--- src/sv/rbc_pkg.sv ---
// Shared types, codes and constants of the reconnect backoff controller.
package rbc_pkg;

  // Widest delay counter the block can be built with
  localparam int unsigned DELAY_BITS_DEF = 32;

  // Shared multiplier operand widths
  localparam int unsigned MUL_A_W = 32;
  localparam int unsigned MUL_B_W = 17;
  localparam int unsigned MUL_P_W = MUL_A_W + MUL_B_W;

  // Configuration port geometry
  localparam int unsigned CFG_IDX_W  = 3;
  localparam int unsigned CFG_DATA_W = 32;

  // Configuration reset values
  localparam logic [31:0] INITIAL_BACKOFF_RST = 32'd100;
  localparam logic [31:0] MAX_BACKOFF_RST     = 32'd30000;
  localparam logic [15:0] GROWTH_FACTOR_RST   = 16'd512;
  localparam logic [16:0] JITTER_SPAN_RST     = 17'd13107;
  localparam logic [31:0] STARTUP_LIMIT_RST   = 32'd10000;

  // Jitter fraction of one in Q1.16
  localparam logic [16:0] JITTER_ONE = 17'h10000;

  localparam logic [3:0] FAULT_NONE    = 4'd0;
  localparam logic [3:0] FAULT_TIMEOUT = 4'd15;

  typedef enum logic [CFG_IDX_W-1:0] {
    CFG_INITIAL_BACKOFF = 3'd0,
    CFG_MAX_BACKOFF     = 3'd1,
    CFG_GROWTH_FACTOR   = 3'd2,
    CFG_JITTER_SPAN     = 3'd3,
    CFG_STARTUP_LIMIT   = 3'd4
  } cfg_idx_e;

  typedef enum logic [2:0] {
    OP_START     = 3'd0,
    OP_STOP      = 3'd1,
    OP_TICK      = 3'd2,
    OP_LINK_UP   = 3'd3,
    OP_LINK_DOWN = 3'd4
  } opcode_e;

  typedef enum logic [2:0] {
    PC_STOPPED    = 3'd0,
    PC_CONNECTING = 3'd1,
    PC_READY      = 3'd2,
    PC_RETRYING   = 3'd3,
    PC_STOPPING   = 3'd4
  } phase_code_e;

  typedef enum logic [1:0] {
    CMD_NONE       = 2'd0,
    CMD_CONNECT    = 2'd1,
    CMD_DISCONNECT = 2'd2,
    CMD_BOTH       = 2'd3
  } link_cmd_e;

  typedef struct packed {
    logic [31:0] initial_backoff;
    logic [31:0] max_backoff;
    logic [15:0] growth_factor;
    logic [16:0] jitter_span;
    logic [31:0] startup_limit;
  } cfg_t;

  typedef struct packed {
    phase_code_e phase_code;
    logic [3:0]  fault_code;
    logic [31:0] retry_delay;
    link_cmd_e   link_command;
    logic        last_result;
  } result_t;

  function automatic result_t make_result(input phase_code_e ph, input logic [3:0] fault,
                                          input logic [31:0] delay, input link_cmd_e cmd,
                                          input logic last);
    result_t r;
    r.phase_code   = ph;
    r.fault_code   = fault;
    r.retry_delay  = delay;
    r.link_command = cmd;
    r.last_result  = last;
    return r;
  endfunction

endpackage

--- src/sv/rbc_ifs.sv ---
// Valid/ready channel interfaces for events in and results out.
interface rbc_in_if;
  logic       valid;
  logic       ready;
  logic [2:0] opcode;
  logic [15:0] random_sample;
  logic [3:0] fault_reason;

  modport source (output valid, output opcode, output random_sample, output fault_reason,
                  input ready);
  modport sink (input valid, input opcode, input random_sample, input fault_reason,
                output ready);
endinterface

interface rbc_out_if;
  logic        valid;
  logic        ready;
  logic [2:0]  phase_code;
  logic [3:0]  fault_code;
  logic [31:0] retry_delay;
  logic [1:0]  link_command;
  logic        last_result;

  modport source (output valid, output phase_code, output fault_code, output retry_delay,
                  output link_command, output last_result, input ready);
  modport sink (input valid, input phase_code, input fault_code, input retry_delay,
                input link_command, input last_result, output ready);
endinterface

--- src/sv/rbc_regs.sv ---
// Configuration register file with write decode and reset values.
module rbc_regs (
  input  logic                            clk_i,
  input  logic                            rst_ni,
  input  logic                            cfg_we_i,
  input  logic [rbc_pkg::CFG_IDX_W-1:0]   cfg_idx_i,
  input  logic [rbc_pkg::CFG_DATA_W-1:0]  cfg_data_i,
  output rbc_pkg::cfg_t                   cfg_o
);
  import rbc_pkg::*;

  cfg_t cfg_q, cfg_d;

  // Decode the register index and update one field
  always_comb begin
    cfg_d = cfg_q;
    if (cfg_we_i) begin
      case (cfg_idx_e'(cfg_idx_i))
        CFG_INITIAL_BACKOFF: cfg_d.initial_backoff = cfg_data_i;
        CFG_MAX_BACKOFF:     cfg_d.max_backoff     = cfg_data_i;
        CFG_GROWTH_FACTOR:   cfg_d.growth_factor   = cfg_data_i[15:0];
        CFG_JITTER_SPAN:     cfg_d.jitter_span     = cfg_data_i[16:0];
        CFG_STARTUP_LIMIT:   cfg_d.startup_limit   = cfg_data_i;
        default: ;
      endcase
    end
  end

  always_ff @(posedge clk_i or negedge rst_ni) begin
    if (!rst_ni) begin
      cfg_q.initial_backoff <= INITIAL_BACKOFF_RST;
      cfg_q.max_backoff     <= MAX_BACKOFF_RST;
      cfg_q.growth_factor   <= GROWTH_FACTOR_RST;
      cfg_q.jitter_span     <= JITTER_SPAN_RST;
      cfg_q.startup_limit   <= STARTUP_LIMIT_RST;
    end else begin
      cfg_q <= cfg_d;
    end
  end

  assign cfg_o = cfg_q;

endmodule

--- src/sv/rbc_mul.sv ---
// Shared unsigned multiplier with a registered product.
module rbc_mul (
  input  logic                          clk_i,
  input  logic                          en_i,
  input  logic [rbc_pkg::MUL_A_W-1:0]   a_i,
  input  logic [rbc_pkg::MUL_B_W-1:0]   b_i,
  output logic [rbc_pkg::MUL_P_W-1:0]   p_o
);
  import rbc_pkg::*;

  logic [MUL_P_W-1:0] p_q;

  // Capture the product on each issued step, hold otherwise
  always_ff @(posedge clk_i) begin
    if (en_i) begin
      p_q <= MUL_P_W'(a_i) * MUL_P_W'(b_i);
    end
  end

  assign p_o = p_q;

endmodule

--- src/sv/reconnect_backoff_controller.sv ---
// Reconnect backoff controller: a link supervisor with jittered exponential backoff.
// Each accepted event is decoded in the cycle after its transfer. Start and link up pass
// through accept, decode and loading of the output register, and stop loads its two results
// one after the other; a tick that only counts down, and any event that is ignored, ends at
// decode. A link failure or startup timeout runs three products on one shared 32x17
// multiplier (jitter product, jittered delay, backoff growth) and then a capping step; when
// a timeout's delay comes out as zero, a second result follows.
// Results leave one after the other through the output register; the input stays not
// ready from the accepting transfer until the last result of that event is loaded into
// the output register, so a stalled output sink holds off the next event. Delays saturate
// at 2^DELAY_BITS-1 (at most 2^32-1) and at max_backoff.
module reconnect_backoff_controller #(
  parameter int unsigned DELAY_BITS = rbc_pkg::DELAY_BITS_DEF
) (
  input  logic                           clk_i,
  input  logic                           rst_ni,
  rbc_in_if.sink                         in_i,
  rbc_out_if.source                      out_o,
  input  logic                           cfg_we_i,
  input  logic [rbc_pkg::CFG_IDX_W-1:0]  cfg_idx_i,
  input  logic [rbc_pkg::CFG_DATA_W-1:0] cfg_data_i
);
  import rbc_pkg::*;

  // Retry counter width and saturation limit
  localparam int unsigned RW = (DELAY_BITS < 32) ? DELAY_BITS : 32;
  localparam logic [40:0] LIM = 41'((64'd1 << RW) - 64'd1);

  typedef enum logic [1:0] {
    PH_STOPPED    = 2'd0,
    PH_CONNECTING = 2'd1,
    PH_READY      = 2'd2,
    PH_RETRYING   = 2'd3
  } phase_e;

  typedef enum logic [2:0] {
    S_IDLE = 3'd0,
    S_DEC  = 3'd1,
    S_M1   = 3'd2,
    S_M2   = 3'd3,
    S_M3   = 3'd4,
    S_M4   = 3'd5,
    S_OUT1 = 3'd6,
    S_OUT2 = 3'd7
  } state_e;

  cfg_t cfg;

  logic               mul_en;
  logic [MUL_A_W-1:0] mul_a;
  logic [MUL_B_W-1:0] mul_b;
  logic [MUL_P_W-1:0] mul_p;

  state_e      state_q, state_d;
  phase_e      phase_q, phase_d;
  logic [31:0] backoff_q, backoff_d;
  logic [31:0] sl_q, sl_d;
  logic        armed_q, armed_d;
  logic [RW-1:0] rl_q, rl_d;
  opcode_e     op_q, op_d;
  logic [15:0] r_q, r_d;
  logic [3:0]  reason_q, reason_d;
  logic [3:0]  fault_q, fault_d;
  logic [RW-1:0] delay_q, delay_d;
  result_t     res1_q, res1_d, res2_q, res2_d;
  logic        two_q, two_d;
  result_t     out_q, out_d;
  logic        out_valid_q, out_valid_d;

  logic [16:0] jit;
  logic [17:0] f16;
  logic [31:0] sl_dec;
  logic [RW-1:0] rl_dec;

  rbc_regs u_regs (
    .clk_i      (clk_i),
    .rst_ni     (rst_ni),
    .cfg_we_i   (cfg_we_i),
    .cfg_idx_i  (cfg_idx_i),
    .cfg_data_i (cfg_data_i),
    .cfg_o      (cfg)
  );

  rbc_mul u_mul (
    .clk_i (clk_i),
    .en_i  (mul_en),
    .a_i   (mul_a),
    .b_i   (mul_b),
    .p_o   (mul_p)
  );

  // Clamp to max_backoff, then saturate to the counter range
  function automatic logic [RW-1:0] cap_delay(input logic [40:0] v, input logic [31:0] mx);
    logic [40:0] m;
    m = (v > {9'b0, mx}) ? {9'b0, mx} : v;
    if (m > LIM) begin
      m = LIM;
    end
    return m[RW-1:0];
  endfunction

  // Jitter fraction clamped to one, and the Q.16 jitter factor
  assign jit = (cfg.jitter_span > JITTER_ONE) ? JITTER_ONE : cfg.jitter_span;
  assign f16 = {1'b0, JITTER_ONE} - {1'b0, jit} + 18'(mul_p[MUL_P_W-1:15]);

  assign sl_dec = (sl_q != '0) ? sl_q - 32'd1 : '0;
  assign rl_dec = (rl_q != '0) ? rl_q - RW'(1) : '0;

  // Sequencer: decode, multiply steps, result hand-off
  always_comb begin
    state_d     = state_q;
    phase_d     = phase_q;
    backoff_d   = backoff_q;
    sl_d        = sl_q;
    armed_d     = armed_q;
    rl_d        = rl_q;
    op_d        = op_q;
    r_d         = r_q;
    reason_d    = reason_q;
    fault_d     = fault_q;
    delay_d     = delay_q;
    res1_d      = res1_q;
    res2_d      = res2_q;
    two_d       = two_q;
    out_d       = out_q;
    out_valid_d = out_valid_q;
    mul_en      = 1'b0;
    mul_a       = '0;
    mul_b       = '0;

    // Drop the held result once its transfer completes
    if (out_valid_q && out_o.ready) begin
      out_valid_d = 1'b0;
    end

    case (state_q)
      S_IDLE: begin
        if (in_i.valid) begin
          op_d     = opcode_e'(in_i.opcode);
          r_d      = in_i.random_sample;
          reason_d = in_i.fault_reason;
          state_d  = S_DEC;
        end
      end

      S_DEC: begin
        state_d = S_IDLE;
        two_d   = 1'b0;
        case (op_q)
          OP_START: begin
            if (phase_q == PH_STOPPED) begin
              backoff_d = cfg.initial_backoff;
              phase_d   = PH_CONNECTING;
              sl_d      = cfg.startup_limit;
              armed_d   = 1'b1;
              rl_d      = '0;
              res1_d    = make_result(PC_CONNECTING, FAULT_NONE, '0, CMD_CONNECT, 1'b1);
              state_d   = S_OUT1;
            end
          end
          OP_STOP: begin
            if (phase_q != PH_STOPPED) begin
              phase_d = PH_STOPPED;
              armed_d = 1'b0;
              sl_d    = '0;
              rl_d    = '0;
              res1_d  = make_result(PC_STOPPING, FAULT_NONE, '0, CMD_DISCONNECT, 1'b0);
              res2_d  = make_result(PC_STOPPED, FAULT_NONE, '0, CMD_NONE, 1'b1);
              two_d   = 1'b1;
              state_d = S_OUT1;
            end
          end
          OP_TICK: begin
            if (phase_q != PH_STOPPED) begin
              if (armed_q) begin
                sl_d = sl_dec;
                if (sl_dec == '0) begin
                  fault_d = FAULT_TIMEOUT;
                  state_d = S_M1;
                end
              end else if (phase_q == PH_RETRYING) begin
                rl_d = rl_dec;
                if (rl_dec == '0) begin
                  phase_d = PH_CONNECTING;
                  sl_d    = cfg.startup_limit;
                  armed_d = 1'b1;
                  res1_d  = make_result(PC_CONNECTING, FAULT_NONE, '0, CMD_BOTH, 1'b1);
                  state_d = S_OUT1;
                end
              end
            end
          end
          OP_LINK_UP: begin
            if (phase_q != PH_STOPPED) begin
              armed_d   = 1'b0;
              sl_d      = '0;
              rl_d      = '0;
              backoff_d = cfg.initial_backoff;
              phase_d   = PH_READY;
              res1_d    = make_result(PC_READY, FAULT_NONE, '0, CMD_NONE, 1'b1);
              state_d   = S_OUT1;
            end
          end
          OP_LINK_DOWN: begin
            if (phase_q != PH_STOPPED && phase_q != PH_RETRYING) begin
              fault_d = reason_q;
              state_d = S_M1;
            end
          end
          default: ;
        endcase
      end

      // Jitter product j*r
      S_M1: begin
        mul_en  = 1'b1;
        mul_a   = MUL_A_W'(jit);
        mul_b   = MUL_B_W'(r_q);
        state_d = S_M2;
      end

      // Jittered delay product
      S_M2: begin
        mul_en  = 1'b1;
        mul_a   = backoff_q;
        mul_b   = f16[16:0];
        state_d = S_M3;
      end

      // Capture the delay, issue the growth product
      S_M3: begin
        delay_d = cap_delay({8'b0, mul_p[MUL_P_W-1:16]}, cfg.max_backoff);
        mul_en  = 1'b1;
        mul_a   = backoff_q;
        mul_b   = MUL_B_W'(cfg.growth_factor);
        state_d = S_M4;
      end

      // Commit the failure, and restart at once on a zero delay after a tick
      S_M4: begin
        backoff_d = 32'(cap_delay(mul_p[MUL_P_W-1:8], cfg.max_backoff));
        phase_d   = PH_RETRYING;
        armed_d   = 1'b0;
        sl_d      = '0;
        rl_d      = delay_q;
        two_d     = 1'b0;
        res1_d    = make_result(PC_RETRYING, fault_q, 32'(delay_q), CMD_DISCONNECT, 1'b1);
        if (op_q == OP_TICK && delay_q == '0) begin
          phase_d            = PH_CONNECTING;
          sl_d               = cfg.startup_limit;
          armed_d            = 1'b1;
          rl_d               = '0;
          res1_d.last_result = 1'b0;
          res2_d = make_result(PC_CONNECTING, FAULT_NONE, '0, CMD_BOTH, 1'b1);
          two_d  = 1'b1;
        end
        state_d = S_OUT1;
      end

      S_OUT1: begin
        if (!out_valid_q || out_o.ready) begin
          out_d       = res1_q;
          out_valid_d = 1'b1;
          state_d     = two_q ? S_OUT2 : S_IDLE;
        end
      end

      S_OUT2: begin
        if (!out_valid_q || out_o.ready) begin
          out_d       = res2_q;
          out_valid_d = 1'b1;
          state_d     = S_IDLE;
        end
      end

      default: state_d = S_IDLE;
    endcase
  end

  // Hold state, supervisor registers and the output valid flag
  always_ff @(posedge clk_i or negedge rst_ni) begin
    if (!rst_ni) begin
      state_q     <= S_IDLE;
      phase_q     <= PH_STOPPED;
      backoff_q   <= INITIAL_BACKOFF_RST;
      sl_q        <= '0;
      armed_q     <= 1'b0;
      rl_q        <= '0;
      two_q       <= 1'b0;
      out_valid_q <= 1'b0;
    end else begin
      state_q     <= state_d;
      phase_q     <= phase_d;
      backoff_q   <= backoff_d;
      sl_q        <= sl_d;
      armed_q     <= armed_d;
      rl_q        <= rl_d;
      two_q       <= two_d;
      out_valid_q <= out_valid_d;
    end
  end

  always_ff @(posedge clk_i) begin
    op_q     <= op_d;
    r_q      <= r_d;
    reason_q <= reason_d;
    fault_q  <= fault_d;
    delay_q  <= delay_d;
    res1_q   <= res1_d;
    res2_q   <= res2_d;
    out_q    <= out_d;
  end

  assign in_i.ready         = (state_q == S_IDLE);
  assign out_o.valid        = out_valid_q;
  assign out_o.phase_code   = out_q.phase_code;
  assign out_o.fault_code   = out_q.fault_code;
  assign out_o.retry_delay  = out_q.retry_delay;
  assign out_o.link_command = out_q.link_command;
  assign out_o.last_result  = out_q.last_result;

endmodule
--- src/flat_wrapper.sv ---
// flat-port wrapper written by rule: the top's interface ports become plain ports
module reconnect_backoff_controller_flat import rbc_pkg::*;
#(
  parameter int unsigned DELAY_BITS = rbc_pkg::DELAY_BITS_DEF
)
  (clk_i, rst_ni, cfg_we_i, cfg_idx_i, cfg_data_i, in_i_valid, in_i_opcode, in_i_random_sample, in_i_fault_reason, in_i_ready, out_o_valid, out_o_phase_code, out_o_fault_code, out_o_retry_delay, out_o_link_command, out_o_last_result, out_o_ready);
  rbc_in_if in_i_i ();
  rbc_out_if out_o_i ();
  input  logic clk_i;
  input  logic rst_ni;
  input  logic cfg_we_i;
  input  logic [rbc_pkg::CFG_IDX_W-1:0] cfg_idx_i;
  input  logic [rbc_pkg::CFG_DATA_W-1:0] cfg_data_i;
  input wire logic [$bits(in_i_i.valid)-1:0] in_i_valid;
  input wire logic [$bits(in_i_i.opcode)-1:0] in_i_opcode;
  input wire logic [$bits(in_i_i.random_sample)-1:0] in_i_random_sample;
  input wire logic [$bits(in_i_i.fault_reason)-1:0] in_i_fault_reason;
  output wire logic [$bits(in_i_i.ready)-1:0] in_i_ready;
  output wire logic [$bits(out_o_i.valid)-1:0] out_o_valid;
  output wire logic [$bits(out_o_i.phase_code)-1:0] out_o_phase_code;
  output wire logic [$bits(out_o_i.fault_code)-1:0] out_o_fault_code;
  output wire logic [$bits(out_o_i.retry_delay)-1:0] out_o_retry_delay;
  output wire logic [$bits(out_o_i.link_command)-1:0] out_o_link_command;
  output wire logic [$bits(out_o_i.last_result)-1:0] out_o_last_result;
  input wire logic [$bits(out_o_i.ready)-1:0] out_o_ready;
  assign in_i_i.valid = in_i_valid;
  assign in_i_i.opcode = in_i_opcode;
  assign in_i_i.random_sample = in_i_random_sample;
  assign in_i_i.fault_reason = in_i_fault_reason;
  assign in_i_ready = in_i_i.ready;
  assign out_o_valid = out_o_i.valid;
  assign out_o_phase_code = out_o_i.phase_code;
  assign out_o_fault_code = out_o_i.fault_code;
  assign out_o_retry_delay = out_o_i.retry_delay;
  assign out_o_link_command = out_o_i.link_command;
  assign out_o_last_result = out_o_i.last_result;
  assign out_o_i.ready = out_o_ready;
  reconnect_backoff_controller #(.DELAY_BITS(DELAY_BITS)) u_core (.clk_i(clk_i), .rst_ni(rst_ni), .in_i(in_i_i), .out_o(out_o_i), .cfg_we_i(cfg_we_i), .cfg_idx_i(cfg_idx_i), .cfg_data_i(cfg_data_i));
endmodule
--- config.mk ---
export PLATFORM = sky130hd
export DESIGN_NAME = reconnect_backoff_controller_flat
export DESIGN_NICKNAME = d
export VERILOG_FILES = /design/src/sv/rbc_pkg.sv /design/src/sv/rbc_ifs.sv /design/src/sv/rbc_regs.sv /design/src/sv/rbc_mul.sv /design/src/sv/reconnect_backoff_controller.sv /design/src/flat_wrapper.sv
export SDC_FILE = /design/constraint.sdc
export NUM_CORES = 2
export LEC_CHECK = 0
export BUFFER_PORTS_ARGS = -buffer_cell sky130_fd_sc_hd__buf_4
export CAP_MARGIN = 20
export CORE_ASPECT_RATIO = 0.5
export CORE_UTILIZATION = 45
export DETAILED_ROUTE_END_ITERATION = 16
export GPL_ROUTABILITY_DRIVEN = 0
export SETUP_SLACK_MARGIN = 0.15
export SLEW_MARGIN = 25
export SYNTH_ARGS = -nofsm -noshare
export SYNTH_HDL_FRONTEND = slang
export SYNTH_SLANG_ARGS = --single-unit
--- constraint.sdc ---
create_clock -name clk_i -period 9.05 [get_ports clk_i]
set_input_delay 1.81 -clock clk_i [delete_from_list [all_inputs] [get_ports clk_i]]
set_output_delay 1.81 -clock clk_i [all_outputs]
set_load 0.01 [all_outputs]
==> key figures <==
GRT
  – Largest net degree at the start of global routing: 149
  – First-pass GRT wire length: 185.6 mm
  – Antenna violations before repair: 1
  – Vias in the first global route: 31.32k
  – Global Route Usage Sum: 27.54%
  – Grt total ovfl: 0

Critical path
  – Critical setup path kind: flip-flop to flip-flop
  – Crit start category: flip-flop
  – Crit path from: u_core.u_regs.cfg_o[32]$_DFFE_PN1P_
  – Crit path capture type: flip-flop
  – Reg-to-reg endpoint: u_core.u_mul.p_o[42]$_DFFE_PN_
  – Critical Path Most Common Cell: fa_1
  – Max Fanout on Critical Path: 7
  – Reg2Reg Depth: 37
  – Critical Path RT: 9.38 ns
  – Critical path's slowest cell: fa_1
  – CP arrival: 9.58 ns
  – Slowest stage delay, CP: 0.56 ns
  – Worst Setup EP: u_core.u_mul.p_o[42]$_DFFE_PN_
  – R2R Setup Slk: -0.20 ns
  – R2R Path Start: u_core.u_regs.cfg_o[32]$_DFFE_PN1P_

STA
  – Final Slew Violations: 0
  – Fin worst setup slack: -0.2005 ns
  – Period utilization: 102.2%
  – RSZ-0062 raised after global routing: true
  – Fmax: 108.1 MHz
  – Transition time of the tightest slew-check pin: 1.031 ns
  – Period minus WS final: 9.251 ns
  – Clock skew: 0.02808 ns
  – Final Hold Fails: 0
  – Final setup violation count: 15
  – Relative slew slack: 31.24%

Floorplanning
  – Top Ports: 107
  – Die width: 417.3 µm
  – Total Die Area: 87480 µm²
  – Core Footprint: 84550 µm²
  – Placement row count: 75
  – Die height: 209.6 µm
  – Initial Util: 45.89%

Pwr
  – Combinational power share: 64.7%
  – IR drop worst, VDD: 0.0002202 V
  – Sw Ratio: 47.87%
  – Clock network fraction of design power: 12.0%
  – NetSw: 7.269 mW
  – Internal Power: 7.916 mW
  – Leakage: 21.20 nW
  – Seq pwr share: 23.3%
  – Pwr dens: 333.1 nW/µm²

Cells and area
  – Most frequent cells in the layout: 607 x inv_1, 532 x nand2_1, 435 x fa_1
  – Post-layout util: 53.92%
  – Final Non-Filler Cells: 5503
  – Area Overhead vs Synth: 17.50%
  – Nets: 5042
  – Most common cell after layout, fill and taps aside: inv_1
  – Layout cells sized above 1: 19.85%

Logic synthesis
  – Post-synth net total: 4789
  – Ys flop type: dfrtp_1
  – Synth area leaders: fa_1 23%, edfxtp_1 14%, dfrtp_1 13%
  – FF+latch count, synth: 418
  – Mapped Area: 38800 µm²
  – Leading area contributor after synthesis: fa_1
  – Cells after Synth: 4058
  – Post-synth EDFFs: 185
  – Warnings from Yosys: 0
  – Synth cell types: 85
  – Synth top area share: 23.11%
  – FFs w/ async S/R, synth: 55.74%
  – Post-synthesis sequential area ratio: 29.43%
  – Syn_area_per_cell: 9.562 µm²

Clocking
  – Cts hold-fix bufs: 0
  – Total CTS buffers: 44
  – Clock transition at path regs: 0.06 ns
  – Worst-skew pair later-pin latency: 0.59 ns
  – CTS sink cnt: 418
  – Max Root-Sink Buffers: 3
  – Root Buffer: clkbuf_16
  – Htree depth: 2
  – TritonCTS clock tree: built

Placed design
  – I/O Buffers: 106
  – DPL Wire Length: 93.87 mm
  – Placed cells: 5357

Routing
  – Vias per cell: 5.662
  – Detail Route Antenna Nets: 0
  – Total length of routed wires: 119.7 mm
  – Initial DRC Count: 2785
  – Via count: 31.16k
  – DRC: 0
  – First drt pass iteration count: 6
  – Drt wl/cell: 21.76 µm

Outcome
  – Outcome: finished, violations left
  – Failing checks: setup timing

Worst hold path
  – Worst hold stages: 1
  – Worst min path class: flip-flop to flip-flop

Run
  – Max-Cap Viols: 0
==> power by group through the flow <==
stage,Combinational (mW),Sequential [mW],Clock [mW]
after floorplan,5.63,3.18,0
after global placement,8.57,3.51,0
after detailed placement,8.74,3.52,0
after CTS,9.19,3.50,1.86
after global routing,10.7,3.58,1.93
final,9.82,3.53,1.83
==> flip-flops by register name, summed over array words and instances, names as in the netlist, 16 cells and up <==
register                  flops
u_core.backoff_q             32
u_core.delay_q               32
u_core.out_o.retry_delay     32
u_core.r_q                   16
u_core.res1_q                42
u_core.rl_q                  32
u_core.sl_q                  32
u_core.u_mul.p_o             41
u_core.u_regs.cfg_o         129
==> worst min path at each step <==
stage | start | endpoint
final | u_core.res1_q[0]$_DFFE_PP_ | u_core.out_o.last_result$_SDFFCE_PP1P_
after global routing | u_core.res1_q[0]$_DFFE_PP_ | u_core.out_o.last_result$_SDFFCE_PP1P_
after CTS | u_core.res1_q[0]$_DFFE_PP_ | u_core.out_o.last_result$_SDFFCE_PP1P_
after detailed placement | u_core.res1_q[0]$_DFFE_PP_ | u_core.out_o.last_result$_SDFFCE_PP1P_
after global placement | u_core.res1_q[0]$_DFFE_PP_ | u_core.out_o.last_result$_SDFFCE_PP1P_
after floorplan | u_core.two_q$_DFFE_PN0N_ | u_core.two_q$_DFFE_PN0N_
==> area by class of cell <==
class                   instances  area, µm²
fillers                      7432      38960
multi-input cells            2786      25260
flip-flops and latches        418      11420
repair buffers                419       3603
inverters                     642       2410
well taps                    1155       1445
clock buffers                  55       1204
clock inverters                27      242.7
diodes                          1      2.502
==> critical path: cells and delay by family, from the launching register on <==
kind                     cells  cell delay (ns)
flip-flops                   1             0.38
AND/OR/NAND/NOR              7             1.08
AO/OA/AOI/OAI               13             2.77
buffers and inverters        7             0.79
XOR/XNOR                     1             0.16
adder cells (fa/ha/maj)      9             3.80
==> through the flow <==
| step | worst slack, ns | instance area [µm²] | power (mW) | setup TNS (ns) | hold WS (ns) |
|---|---|---|---|---|---|
| after floorplan | 0.1462 | 39020 | 8.808 | 0 | 0.4773 |
| after global placement | -0.4425 | 42680 | 12.08 | -4.315 | 0.4858 |
| after detailed placement | -0.5317 | 42750 | 12.26 | -6.091 | 0.4860 |
| after CTS | -0.3080 | 44870 | 14.55 | -2.709 | 0.5000 |
| after global routing | -0.5419 | 45590 | 16.23 | -8.815 | 0.5142 |
| final | -0.2005 | 45590 | 15.19 | -1.816 | 0.5000 |
==> layer usage <==
layer	routed length, µm	up-vias	part of all wire (%)	track usage [%]
met1	53140	15750	44	40.36
li1	-	13890	-	-
met5	0	-	0	0
met2	52710	1346	44	42.06
met4	2876	0	2.4	6.643
met3	11020	172	9.2	5.264
==> kinds of logic after synthesis <==
family	Yosys count	share of synthesized area (%)
buf+inv	855	8.310
fa+ha+maj	668	30.21
mux	185	5.272
flops	418	29.43
xor+xnor	65	1.467
compound gates	637	10.41
simple gates	1230	14.90
==> synthesized netlist by cell type (all sizes together), types with 59 or more instances <==
cell type and n:
nand3 59, nor2 217, fa 448, nand2 547, clkbuf 199, ha 220, dfrtp 206, nor3 59
inv 642, a21oi 156, edfxtp 185, mux2 137, and2 88, o21ai 176
==> what timing repair did <==
action	4_1_cts	5_1_grt
setup buffers	37	19
resized for setup	75	124
pin swaps	88	90
cloned	3	1
endpoints found under the hold margin	0	0
endpoints found under the setup margin	27	30
Power figures use the tool's default switching activity.
